<file path="config.mk">
export PLATFORM = sky130hd
export DESIGN_NAME = epoch_calendar_converter
export DESIGN_NICKNAME = d
export VERILOG_FILES = /design/src/rtl/core/ecc_pkg.sv /design/src/rtl/core/ecc_day_split.sv /design/src/rtl/core/ecc_time_split.sv /design/src/rtl/core/ecc_field_out.sv /design/src/rtl/core/epoch_calendar_converter.sv
export VERILOG_INCLUDE_DIRS = /design/src /design/src/rtl/core
export SDC_FILE = /design/constraint.sdc
export NUM_CORES = 2
export LEC_CHECK = 0
export ABC_CLOCK_PERIOD_IN_PS = 9500
export CORE_ASPECT_RATIO = 1.25
export CORE_MARGIN = 3
export CORE_UTILIZATION = 40
export DETAILED_ROUTE_END_ITERATION = 7
export DONT_BUFFER_PORTS = 1
export PLACE_DENSITY = 0.53
export SYNTH_ARGS = -nofsm -noshare
export SYNTH_HDL_FRONTEND = slang
export SYNTH_HIERARCHICAL = 1
export SYNTH_SLANG_ARGS = --single-unit
</file>
<file path="constraint.sdc">
create_clock -name clk -period 9.5 [get_ports clk]
set_input_delay 1.9 -clock clk [delete_from_list [all_inputs] [get_ports clk]]
set_output_delay 1.9 -clock clk [all_outputs]
set_load 0.1 [all_outputs]
</file>
<file path="src/rtl/core/assert_macros.svh">
// ----------------------------------------------------------------------------
// assert_macros.svh
// Assertion shorthands shared by the calendar converter RTL.
// ----------------------------------------------------------------------------
`ifndef ASSERT_MACROS_SVH
`define ASSERT_MACROS_SVH

// Clocked check, held off while reset is asserted.
`define ASSERT_CLK(lbl, prop, msg) \
    lbl: assert property (@(posedge clk) disable iff (!rst_n) (prop)) else $error(msg);

// Clocked check that also applies during reset.
`define ASSERT_ALWAYS(lbl, prop, msg) \
    lbl: assert property (@(posedge clk) (prop)) else $error(msg);

`endif

</file>
<file path="src/rtl/core/ecc_pkg.sv">
// ----------------------------------------------------------------------------
// ecc_pkg
// Types, constants and the four-year day table of the calendar converter.
// ----------------------------------------------------------------------------
`timescale 1ns / 1ps
`default_nettype none

package ecc_pkg;

    typedef enum logic [1:0] {
        OP_TO_SECONDS  = 2'd0,
        OP_TO_CALENDAR = 2'd1,
        OP_DAY_SECONDS = 2'd2,
        OP_NONE        = 2'd3
    } ecc_op_t;

    localparam int unsigned DAYS_PER_CYCLE = 365 * 4 + 1;
    localparam int unsigned SECS_PER_HOUR  = 3600;
    localparam int unsigned SECS_PER_MIN   = 60;
    // 86400 = 675 << 7
    localparam int unsigned DAY_UNITS      = 86400 / 128;

    // floor(x / d) == (x * RECIP) >> SHIFT over the operand range used
    localparam logic [25:0] DAY_RECIP    = 26'd50903317;  // /675, x < 2^25
    localparam int unsigned DAY_SHIFT    = 35;
    localparam logic [13:0] HOUR_RECIP   = 14'd9321;      // /225, x < 2^13
    localparam int unsigned HOUR_SHIFT   = 21;
    localparam logic [10:0] MIN_RECIP    = 11'd1093;      // /15,  x < 2^10
    localparam int unsigned MIN_SHIFT    = 14;
    localparam logic [16:0] CYCLE_RECIP  = 17'd91868;     // /1461, x < 2^16
    localparam int unsigned CYCLE_SHIFT  = 27;

    // Day number at the first of each month over a four-year cycle
    localparam logic [10:0] CYCLE_DAYS [4][12] = '{
        '{11'd0,    11'd31,   11'd60,   11'd91,   11'd121,  11'd152,
          11'd182,  11'd213,  11'd244,  11'd274,  11'd305,  11'd335},
        '{11'd366,  11'd397,  11'd425,  11'd456,  11'd486,  11'd517,
          11'd547,  11'd578,  11'd609,  11'd639,  11'd670,  11'd700},
        '{11'd731,  11'd762,  11'd790,  11'd821,  11'd851,  11'd882,
          11'd912,  11'd943,  11'd974,  11'd1004, 11'd1035, 11'd1065},
        '{11'd1096, 11'd1127, 11'd1155, 11'd1186, 11'd1216, 11'd1247,
          11'd1277, 11'd1308, 11'd1339, 11'd1369, 11'd1400, 11'd1430}
    };

    typedef struct packed {
        ecc_op_t     op;
        logic [31:0] seconds;
        logic [6:0]  year;
        logic [3:0]  month;
        logic [4:0]  day;
        logic [4:0]  hour;
        logic [5:0]  minute;
        logic [5:0]  second;
    } ecc_in_t;

    typedef struct packed {
        ecc_op_t     op;
        logic        err;
        logic [24:0] dhi;     // day number * 675
        logic [16:0] hms;     // hour/minute/second of a date, in seconds
        logic [15:0] days;    // whole days of seconds_in
        logic [16:0] sod;     // seconds of day of seconds_in
    } ecc_st2_t;

    typedef struct packed {
        ecc_op_t     op;
        logic        err;
        logic [31:0] word;    // final seconds_out
        logic [4:0]  hour;
        logic [5:0]  cyc;     // four-year cycles
        logic [11:0] r2;      // seconds within the hour
        logic [10:0] drem;    // day within the cycle
    } ecc_st4_t;

    typedef struct packed {
        logic [31:0] seconds;
        logic [7:0]  year;
        logic [3:0]  month;
        logic [4:0]  day;
        logic [4:0]  hour;
        logic [5:0]  minute;
        logic [5:0]  second;
        logic        range_error;
    } ecc_out_t;

endpackage

`default_nettype wire

</file>
<file path="src/rtl/core/ecc_day_split.sv">
// ----------------------------------------------------------------------------
// ecc_day_split
// Stages 1-2: splits seconds into days and seconds of day; turns a date
// into a day number and a time of day.
// ----------------------------------------------------------------------------
`timescale 1ns / 1ps
`default_nettype none
`include "assert_macros.svh"

module ecc_day_split (
    input  logic               clk,
    input  logic               rst_n,
    input  logic               in_valid,
    output logic               in_ready,
    input  ecc_pkg::ecc_in_t   in_data,
    output logic               out_valid,
    input  logic               out_ready,
    output ecc_pkg::ecc_st2_t  out_data
);
    import ecc_pkg::*;

    typedef struct packed {
        ecc_op_t     op;
        logic        err;
        logic [15:0] dnum;
        logic [4:0]  hour;
        logic [5:0]  minute;
        logic [5:0]  second;
        logic [50:0] prod;
        logic [24:0] quot_src;
        logic [6:0]  low_bits;
    } st1_t;

    logic        v1_reg, v1_next;
    logic        v2_reg, v2_next;
    st1_t        st1_reg, st1_next;
    ecc_st2_t    st2_reg, st2_next;
    logic        adv1, adv2;
    logic        month_ok, bad;
    logic [3:0]  midx;
    logic [10:0] tbl;
    logic [15:0] days;
    logic [24:0] day_part;
    logic [24:0] rem_part;

    assign adv2     = !v2_reg || out_ready;
    assign adv1     = !v1_reg || adv2;
    assign in_ready = adv1;

    // Stage 1
    always_comb
    begin
        month_ok = (in_data.month != 4'd0) && (in_data.month <= 4'd12);
        bad = (in_data.year > 7'd99) || !month_ok || (in_data.day == 5'd0) ||
              (in_data.hour > 5'd23) || (in_data.minute > 6'd59) ||
              (in_data.second > 6'd59);
        midx = month_ok ? (in_data.month - 4'd1) : 4'd0;
        tbl  = CYCLE_DAYS[in_data.year[1:0]][midx];

        st1_next.op     = in_data.op;
        st1_next.err    = (in_data.op == OP_TO_SECONDS) && bad;
        st1_next.dnum   = 16'({11'd0, in_data.year[6:2]} * 16'(DAYS_PER_CYCLE)) +
                          {5'd0, tbl} + {11'd0, in_data.day} - 16'd1;
        st1_next.hour   = in_data.hour;
        st1_next.minute = in_data.minute;
        st1_next.second = in_data.second;
        st1_next.prod   = {26'd0, in_data.seconds[31:7]} * {25'd0, DAY_RECIP};
        st1_next.quot_src = in_data.seconds[31:7];
        st1_next.low_bits = in_data.seconds[6:0];
    end

    // Stage 2
    always_comb
    begin
        days     = st1_reg.prod[DAY_SHIFT +: 16];
        day_part = {9'd0, days} * 25'(DAY_UNITS);
        rem_part = st1_reg.quot_src - day_part;

        st2_next.op   = st1_reg.op;
        st2_next.err  = st1_reg.err;
        st2_next.dhi  = {9'd0, st1_reg.dnum} * 25'(DAY_UNITS);
        st2_next.hms  = 17'({12'd0, st1_reg.hour} * 17'(SECS_PER_HOUR)) +
                        17'({11'd0, st1_reg.minute} * 17'(SECS_PER_MIN)) +
                        {11'd0, st1_reg.second};
        st2_next.days = days;
        st2_next.sod  = {rem_part[9:0], st1_reg.low_bits};
    end

    always_comb
    begin
        v1_next = adv1 ? in_valid : v1_reg;
        v2_next = adv2 ? v1_reg : v2_reg;
    end

    always_ff @(posedge clk or negedge rst_n)
    begin
        if (!rst_n)
        begin
            v1_reg <= 1'b0;
            v2_reg <= 1'b0;
        end
        else
        begin
            v1_reg <= v1_next;
            v2_reg <= v2_next;
        end
    end

    always_ff @(posedge clk)
    begin
        if (adv1 && in_valid)
        begin
            st1_reg <= st1_next;
        end
        if (adv2 && v1_reg)
        begin
            st2_reg <= st2_next;
        end
    end

    assign out_valid = v2_reg;
    assign out_data  = st2_reg;

    `ASSERT_CLK(a_sod_in_day,
        v2_reg && (st2_reg.op == OP_TO_CALENDAR || st2_reg.op == OP_DAY_SECONDS)
        |-> st2_reg.sod < 17'd86400,
        "seconds of day out of range")

endmodule

`default_nettype wire

</file>
<file path="src/rtl/core/ecc_time_split.sv">
// ----------------------------------------------------------------------------
// ecc_time_split
// Stages 3-4: assembles seconds of a date; splits off hours and four-year
// cycles.
// ----------------------------------------------------------------------------
`timescale 1ns / 1ps
`default_nettype none
`include "assert_macros.svh"

module ecc_time_split (
    input  logic               clk,
    input  logic               rst_n,
    input  logic               in_valid,
    output logic               in_ready,
    input  ecc_pkg::ecc_st2_t  in_data,
    output logic               out_valid,
    input  logic               out_ready,
    output ecc_pkg::ecc_st4_t  out_data
);
    import ecc_pkg::*;

    typedef struct packed {
        ecc_op_t     op;
        logic        err;
        logic [31:0] word;
        logic [15:0] days;
        logic [16:0] sod;
        logic [4:0]  hour;
        logic [5:0]  cyc;
    } st3_t;

    logic        v3_reg, v3_next;
    logic        v4_reg, v4_next;
    st3_t        st3_reg, st3_next;
    ecc_st4_t    st4_reg, st4_next;
    logic        adv3, adv4;
    logic [31:0] total;
    logic [26:0] hour_prod;
    logic [32:0] cyc_prod;

    assign adv4     = !v4_reg || out_ready;
    assign adv3     = !v3_reg || adv4;
    assign in_ready = adv3;

    // Stage 3
    always_comb
    begin
        total     = {in_data.dhi, 7'd0} + {15'd0, in_data.hms};
        hour_prod = {14'd0, in_data.sod[16:4]} * {13'd0, HOUR_RECIP};
        cyc_prod  = {17'd0, in_data.days} * {16'd0, CYCLE_RECIP};

        st3_next.op   = in_data.op;
        st3_next.err  = in_data.err;
        st3_next.days = in_data.days;
        st3_next.sod  = in_data.sod;
        st3_next.hour = hour_prod[HOUR_SHIFT +: 5];
        st3_next.cyc  = cyc_prod[CYCLE_SHIFT +: 6];
        case (in_data.op)
            OP_TO_SECONDS:  st3_next.word = in_data.err ? 32'd0 : total;
            OP_DAY_SECONDS: st3_next.word = {15'd0, in_data.sod};
            default:        st3_next.word = 32'd0;
        endcase
    end

    // Stage 4
    always_comb
    begin
        st4_next.op   = st3_reg.op;
        st4_next.err  = st3_reg.err;
        st4_next.word = st3_reg.word;
        st4_next.hour = st3_reg.hour;
        st4_next.cyc  = st3_reg.cyc;
        st4_next.r2   = 12'(st3_reg.sod -
                            17'({12'd0, st3_reg.hour} * 17'(SECS_PER_HOUR)));
        st4_next.drem = 11'(st3_reg.days -
                            16'({10'd0, st3_reg.cyc} * 16'(DAYS_PER_CYCLE)));
    end

    always_comb
    begin
        v3_next = adv3 ? in_valid : v3_reg;
        v4_next = adv4 ? v3_reg : v4_reg;
    end

    always_ff @(posedge clk or negedge rst_n)
    begin
        if (!rst_n)
        begin
            v3_reg <= 1'b0;
            v4_reg <= 1'b0;
        end
        else
        begin
            v3_reg <= v3_next;
            v4_reg <= v4_next;
        end
    end

    always_ff @(posedge clk)
    begin
        if (adv3 && in_valid)
        begin
            st3_reg <= st3_next;
        end
        if (adv4 && v3_reg)
        begin
            st4_reg <= st4_next;
        end
    end

    assign out_valid = v4_reg;
    assign out_data  = st4_reg;

    `ASSERT_CLK(a_split_bounds,
        v4_reg && st4_reg.op == OP_TO_CALENDAR
        |-> st4_reg.r2 < 12'd3600 && st4_reg.drem < 11'd1461 && st4_reg.hour < 5'd24,
        "hour or cycle split out of range")

    `ASSERT_ALWAYS(a_reset_empty,
        !rst_n |=> !v3_reg && !v4_reg,
        "stage valid set after reset")

endmodule

`default_nettype wire

</file>
<file path="src/rtl/core/ecc_field_out.sv">
// ----------------------------------------------------------------------------
// ecc_field_out
// Stages 5-6: minutes, seconds, year, month and day; output register.
// ----------------------------------------------------------------------------
`timescale 1ns / 1ps
`default_nettype none
`include "assert_macros.svh"

module ecc_field_out (
    input  logic               clk,
    input  logic               rst_n,
    input  logic               in_valid,
    output logic               in_ready,
    input  ecc_pkg::ecc_st4_t  in_data,
    output logic               out_valid,
    input  logic               out_ready,
    output ecc_pkg::ecc_out_t  out_data
);
    import ecc_pkg::*;

    typedef struct packed {
        ecc_op_t     op;
        logic        err;
        logic [31:0] word;
        logic [4:0]  hour;
        logic [5:0]  cyc;
        logic [11:0] r2;
        logic [10:0] drem;
        logic [5:0]  minute;
        logic [1:0]  yr;
        logic [3:0]  mo;
    } st5_t;

    logic        v5_reg, v5_next;
    logic        v6_reg, v6_next;
    st5_t        st5_reg, st5_next;
    ecc_out_t    st6_reg, st6_next;
    logic        adv5, adv6;
    logic [20:0] min_prod;
    logic [1:0]  yr;
    logic [3:0]  mo;

    assign adv6     = !v6_reg || out_ready;
    assign adv5     = !v5_reg || adv6;
    assign in_ready = adv5;

    // Stage 5: minute and year/month search in the cycle table
    always_comb
    begin
        min_prod = {11'd0, in_data.r2[11:2]} * {10'd0, MIN_RECIP};

        if (in_data.drem >= CYCLE_DAYS[3][0])
            yr = 2'd3;
        else if (in_data.drem >= CYCLE_DAYS[2][0])
            yr = 2'd2;
        else if (in_data.drem >= CYCLE_DAYS[1][0])
            yr = 2'd1;
        else
            yr = 2'd0;

        mo = 4'd0;
        for (int m = 1; m < 12; m++)
        begin
            if (in_data.drem >= CYCLE_DAYS[yr][m])
                mo = 4'(m);
        end

        st5_next.op     = in_data.op;
        st5_next.err    = in_data.err;
        st5_next.word   = in_data.word;
        st5_next.hour   = in_data.hour;
        st5_next.cyc    = in_data.cyc;
        st5_next.r2     = in_data.r2;
        st5_next.drem   = in_data.drem;
        st5_next.minute = min_prod[MIN_SHIFT +: 6];
        st5_next.yr     = yr;
        st5_next.mo     = mo;
    end

    // Stage 6: final fields, zero where the operation does not produce them
    always_comb
    begin
        st6_next.seconds     = st5_reg.word;
        st6_next.range_error = st5_reg.err;
        if (st5_reg.op == OP_TO_CALENDAR)
        begin
            st6_next.year   = {st5_reg.cyc, st5_reg.yr};
            st6_next.month  = st5_reg.mo + 4'd1;
            st6_next.day    = 5'(st5_reg.drem - CYCLE_DAYS[st5_reg.yr][st5_reg.mo] + 11'd1);
            st6_next.hour   = st5_reg.hour;
            st6_next.minute = st5_reg.minute;
            st6_next.second = 6'(st5_reg.r2 -
                                 12'({6'd0, st5_reg.minute} * 12'(SECS_PER_MIN)));
        end
        else
        begin
            st6_next.year   = 8'd0;
            st6_next.month  = 4'd0;
            st6_next.day    = 5'd0;
            st6_next.hour   = 5'd0;
            st6_next.minute = 6'd0;
            st6_next.second = 6'd0;
        end
    end

    always_comb
    begin
        v5_next = adv5 ? in_valid : v5_reg;
        v6_next = adv6 ? v5_reg : v6_reg;
    end

    always_ff @(posedge clk or negedge rst_n)
    begin
        if (!rst_n)
        begin
            v5_reg <= 1'b0;
            v6_reg <= 1'b0;
        end
        else
        begin
            v5_reg <= v5_next;
            v6_reg <= v6_next;
        end
    end

    always_ff @(posedge clk)
    begin
        if (adv5 && in_valid)
        begin
            st5_reg <= st5_next;
        end
        if (adv6 && v5_reg)
        begin
            st6_reg <= st6_next;
        end
    end

    assign out_valid = v6_reg;
    assign out_data  = st6_reg;

    `ASSERT_CLK(a_error_zero,
        v6_reg && st6_reg.range_error |-> st6_reg.seconds == 32'd0 && st6_reg.month == 4'd0,
        "range error with nonzero result")

    `ASSERT_CLK(a_calendar_range,
        v6_reg && st6_reg.month != 4'd0
        |-> st6_reg.month <= 4'd12 && st6_reg.day != 5'd0 && st6_reg.minute < 6'd60 &&
            st6_reg.second < 6'd60,
        "calendar field out of range")

endmodule

`default_nettype wire

</file>
<file path="src/rtl/core/epoch_calendar_converter.sv">
// ----------------------------------------------------------------------------
// epoch_calendar_converter
// Seconds since 2000-01-01 to and from calendar fields, six-stage pipeline.
// ----------------------------------------------------------------------------
// Channel  Dir  tdata                                  tuser
// s_axis   in   secs, year, month, day, hr, min, sec   operation
// m_axis   out  secs, year, month, day, hr, min, sec   range_error
//
// One transaction per cycle while m_axis is not stalled, through the six register
// stages (one constant-reciprocal multiply level in each pair of stages).
// rst_n clears all stage valid bits; data registers are not reset.
// A stage loads when it is empty or the stage ahead moves on, so a stall
// at m_axis backs up stage by stage and bubbles are squeezed out.
// ----------------------------------------------------------------------------
`timescale 1ns / 1ps
`default_nettype none

module epoch_calendar_converter (
    input  logic        clk,
    input  logic        rst_n,
    input  logic        s_axis_tvalid,
    output logic        s_axis_tready,
    // seconds_in[31:0], year_in[38:32], month_in[42:39], day_in[47:43],
    // hour_in[52:48], minute_in[58:53], second_in[64:59], zero fill
    input  logic [71:0] s_axis_tdata,
    input  logic [1:0]  s_axis_tuser,   // operation
    output logic        m_axis_tvalid,
    input  logic        m_axis_tready,
    // seconds_out[31:0], year_out[39:32], month_out[43:40], day_out[48:44],
    // hour_out[53:49], minute_out[59:54], second_out[65:60], zero fill
    output logic [71:0] m_axis_tdata,
    output logic        m_axis_tuser    // range_error
);
    import ecc_pkg::*;

    ecc_in_t  in_data;
    ecc_st2_t st2;
    ecc_st4_t st4;
    ecc_out_t res;
    logic     v2, r2, v4, r4;

    always_comb
    begin
        in_data.op      = ecc_op_t'(s_axis_tuser);
        in_data.seconds = s_axis_tdata[31:0];
        in_data.year    = s_axis_tdata[38:32];
        in_data.month   = s_axis_tdata[42:39];
        in_data.day     = s_axis_tdata[47:43];
        in_data.hour    = s_axis_tdata[52:48];
        in_data.minute  = s_axis_tdata[58:53];
        in_data.second  = s_axis_tdata[64:59];
    end

    ecc_day_split u_day_split (
        .clk       (clk),
        .rst_n     (rst_n),
        .in_valid  (s_axis_tvalid),
        .in_ready  (s_axis_tready),
        .in_data   (in_data),
        .out_valid (v2),
        .out_ready (r2),
        .out_data  (st2)
    );

    ecc_time_split u_time_split (
        .clk       (clk),
        .rst_n     (rst_n),
        .in_valid  (v2),
        .in_ready  (r2),
        .in_data   (st2),
        .out_valid (v4),
        .out_ready (r4),
        .out_data  (st4)
    );

    ecc_field_out u_field_out (
        .clk       (clk),
        .rst_n     (rst_n),
        .in_valid  (v4),
        .in_ready  (r4),
        .in_data   (st4),
        .out_valid (m_axis_tvalid),
        .out_ready (m_axis_tready),
        .out_data  (res)
    );

    assign m_axis_tdata = {6'd0, res.second, res.minute, res.hour, res.day,
                           res.month, res.year, res.seconds};
    assign m_axis_tuser = res.range_error;

endmodule

`default_nettype wire

</file>
==> results.sh <==
export IMPL_run_status="completed"
export IMPL_area_delta_synth_final_pct=7.33
export IMPL_largest_reg_flops=78
export IMPL_grt_use_total_pct=16.2
export IMPL_routed_wl_um=88800
export IMPL_max_cap_viol=0
export IMPL_postRouteAntennaNets=0
export IMPL_finalClockSkew_ns=0.0505
export IMPL_buf_inv_stages_crit_path=4
export IMPL_post_route_worst_hold_slack_ns=0.411
export IMPL_cts_max_level=2
export IMPL_ys_seq_elements=427
export IMPL_syn_inst=3887
export IMPL_number_of_inserted_diodes=0
export IMPL_layout_cells_most_common_list="inv_1, ha_1, fa_1"
export IMPL_report_final_hold_viol_count=0
export IMPL_worstMarginPinSlew_ns=1.13
export IMPL_crit_top_cell="fa_1"
export IMPL_synth_avg_cell_area_um2=11.2
export IMPL_cts_hold_buffers=0
export IMPL_synth_warning_count=6
export IMPL_post_cts_buffers=0
export IMPL_timing_worst_setup_path_type="input pin to flip-flop"
export IMPL_post_route_cells_drive_above_1_share_pct=3.10
export IMPL_setup_tns_ns=0
export IMPL_remaining_drc_errors=0
export IMPL_grt_overflow=0
export IMPL_num_fill_cells=10220
export IMPL_setup_viol=0
export IMPL_maximum_fanout_along_the_worst_path=8
export IMPL_worstPathCellList="fa_1 > inv_1 > fa_1 > inv_1 > fa_1 > inv_1 > fa_1 > inv_1 > fa_1 > fa_1 > ha_1 > ha_1 > a21o_1 > a311o_1 > nor4_4 > nand3_1 > nor2_1 > o31ai_2 > o41ai_4 > o21bai_1 > xor2_1"
export IMPL_detail_route_iter0_violations=932
export IMPL_hold_start="u_field_out/st5_reg[63]"
export IMPL_finalCritPeriodShare_pct=81.5
export IMPL_cts_buffer_depth=3
export IMPL_initial_antenna_violation_count=2
export IMPL_place_port_buffers=0
export IMPL_critical_path_reg2reg_startpoint="u_day_split/out_data[30]"
export IMPL_design_portCount=153
export IMPL_mostFrequentLayoutCell="inv_1"
export IMPL_gp_congestion=0.852
export IMPL_clk_insertion_delay_late_ns=0.60
export IMPL_die_height_um=375
export IMPL_row_count=134
export IMPL_cts_inserted_buffers=46
export IMPL_worst_path_max_delay_cell="fa_1"
export IMPL_grt_first_pass_wirelength_um=147000
export IMPL_place_detailed_hpwl_um=72900
export IMPL_critical_path_source="s_axis_tdata[29]"
export IMPL_cp_top_family="adder cells"
export IMPL_number_of_nets_in_the_layout=5279
export IMPL_synth_seq_area_share_pct=29.4
export IMPL_placeableCoreArea_um2=107000
export IMPL_vias=26033
export IMPL_cts_repair_resized=0
export IMPL_finalMaxSlewViolations=0
export IMPL_yosys_most_used_dff="edfxtp_1"
export IMPL_initial_core_util_pct=40.6
export IMPL_asyncSetResetFlopFracSynth_pct=1.41
export IMPL_min_path_type="flip-flop to flip-flop"
export IMPL_tritoncts="done"
export IMPL_critical_path_arrival_ns=8.04
export IMPL_timing_critical_path_slowest_cell_delay_ns=0.60
export IMPL_required_ns=9.80
export IMPL_max_freq_ghz=0.129
export IMPL_post_synthesis_cell_area_um2=43500
export IMPL_fin_crit_ns=7.75
export IMPL_detail_route_vias_per_cell=4.85
export IMPL_vias_in_the_first_global_route=27858
export IMPL_rsz0062_at_grt="false"
export IMPL_post_cts_clock_slew_at_the_launch_and_capture_registers_of_the_worst_setup_and_hold_paths_ns=0.06
export IMPL_synth_cell_types=92
export IMPL_drt_first_pass_iters=7
export IMPL_root_buffer="clkbuf_16"
export IMPL_worstSetupStartpointType="input pin"
export IMPL_slew_limit_headroom_pct=24.6
export IMPL_cts_num_sinks=427
export IMPL_final_core_area_utilization_pct=43.5
export IMPL_edff_count_synth=421
export IMPL_die_area_um2=113000
export IMPL_grt_max_degree=70
export IMPL_dieWidth_um=301
export IMPL_drt_wl_cell_um=16.5
export IMPL_cp_end_kind="flip-flop"
area by class of cell:
type | count | area (um2) | area share (%)
Tap cell | 1428 | 1790 | 3.82
Timing Repair Buffer | 10 | 75.1 | 0.161
Multi-Input combinational cell | 2522 | 27200 | 58.2
Clock buffer | 54 | 1200 | 2.57
Inverter | 899 | 3370 | 7.22
Clock inverter | 28 | 289 | 0.619
Sequential cell | 427 | 12800 | 27.4
final timing paths:
kind                                                  to  slack (ns)  cells past startpoint
worst max-delay path                u_day_split/days[14]        1.75                     21
worst min-delay path            u_field_out/out_data[52]        0.41                      0
worst max register to register   u_time_split/st3_reg[3]        3.30                     21
worst min register to register  u_field_out/out_data[52]        0.41                      0
max in group asynchronous            u_time_split/v3_reg        8.44                      0
min in group asynchronous             u_day_split/v1_reg        0.99                      0
per-stage QoR:
| step | std cells | cell area [um2] | worst slack [ns] |
|---|---|---|---|
| 6_report | 5368 | 46700 | 1.75 |
| 5_1_grt | 5368 | 46700 | 1.51 |
| 4_1_cts | 5368 | 46700 | 1.72 |
| 3_5_place_dp | 5286 | 45200 | 1.13 |
| 3_3_place_gp | 5286 | 45200 | 1.16 |
| 2_1_floorplan | 3892 | 43600 | 1.76 |
metal layers:
metal  vias to the layer above  global-route usage [%]  part of all wire, %
li1                      13068                       -                    -
met1                     12515                    20.7                   44
met2                       342                    29.2                   51
met3                       106                    1.77                  2.8
met4                         2                    4.01                  2.4
met5                         -                       0                0.023
cells by family (layout without fill, tap and decap cells):
logic type                 Yosys count  in the layout  synth area share (%)
buffers and inverters              943            991                  8.20
DFF                                427            427                  29.4
AOI/OAI and AO/OA                  559            559                  8.54
adders and majority gates         1295           1295                  44.5
other                                1              6               0.00861
muxes                                8              8                 0.213
and+or+nand+nor                    470            470                  5.42
xor gates and xnor gates           184            184                  3.70
cell usage after synthesis (30+ instances only):
master,n,share of area (%)
nor2_1,126,1.1
ha_1,871,25
a21o_1,62,1.1
inv_1,896,7.7
xnor2_1,131,2.6
nand2b_1,35,0.50
nand2_1,100,0.86
edfxtp_1,421,29
nor2b_1,33,0.47
a21oi_1,187,2.1
clkbuf_1,30,0.26
nand3_1,36,0.41
xor2_1,53,1.1
o21ai_0,71,0.82
fa_1,424,19
and2_1,41,0.59
Power is left out: the tool's default activity adds up to more than one toggle a clock period on the data nets, which glitch-free logic cannot reach.
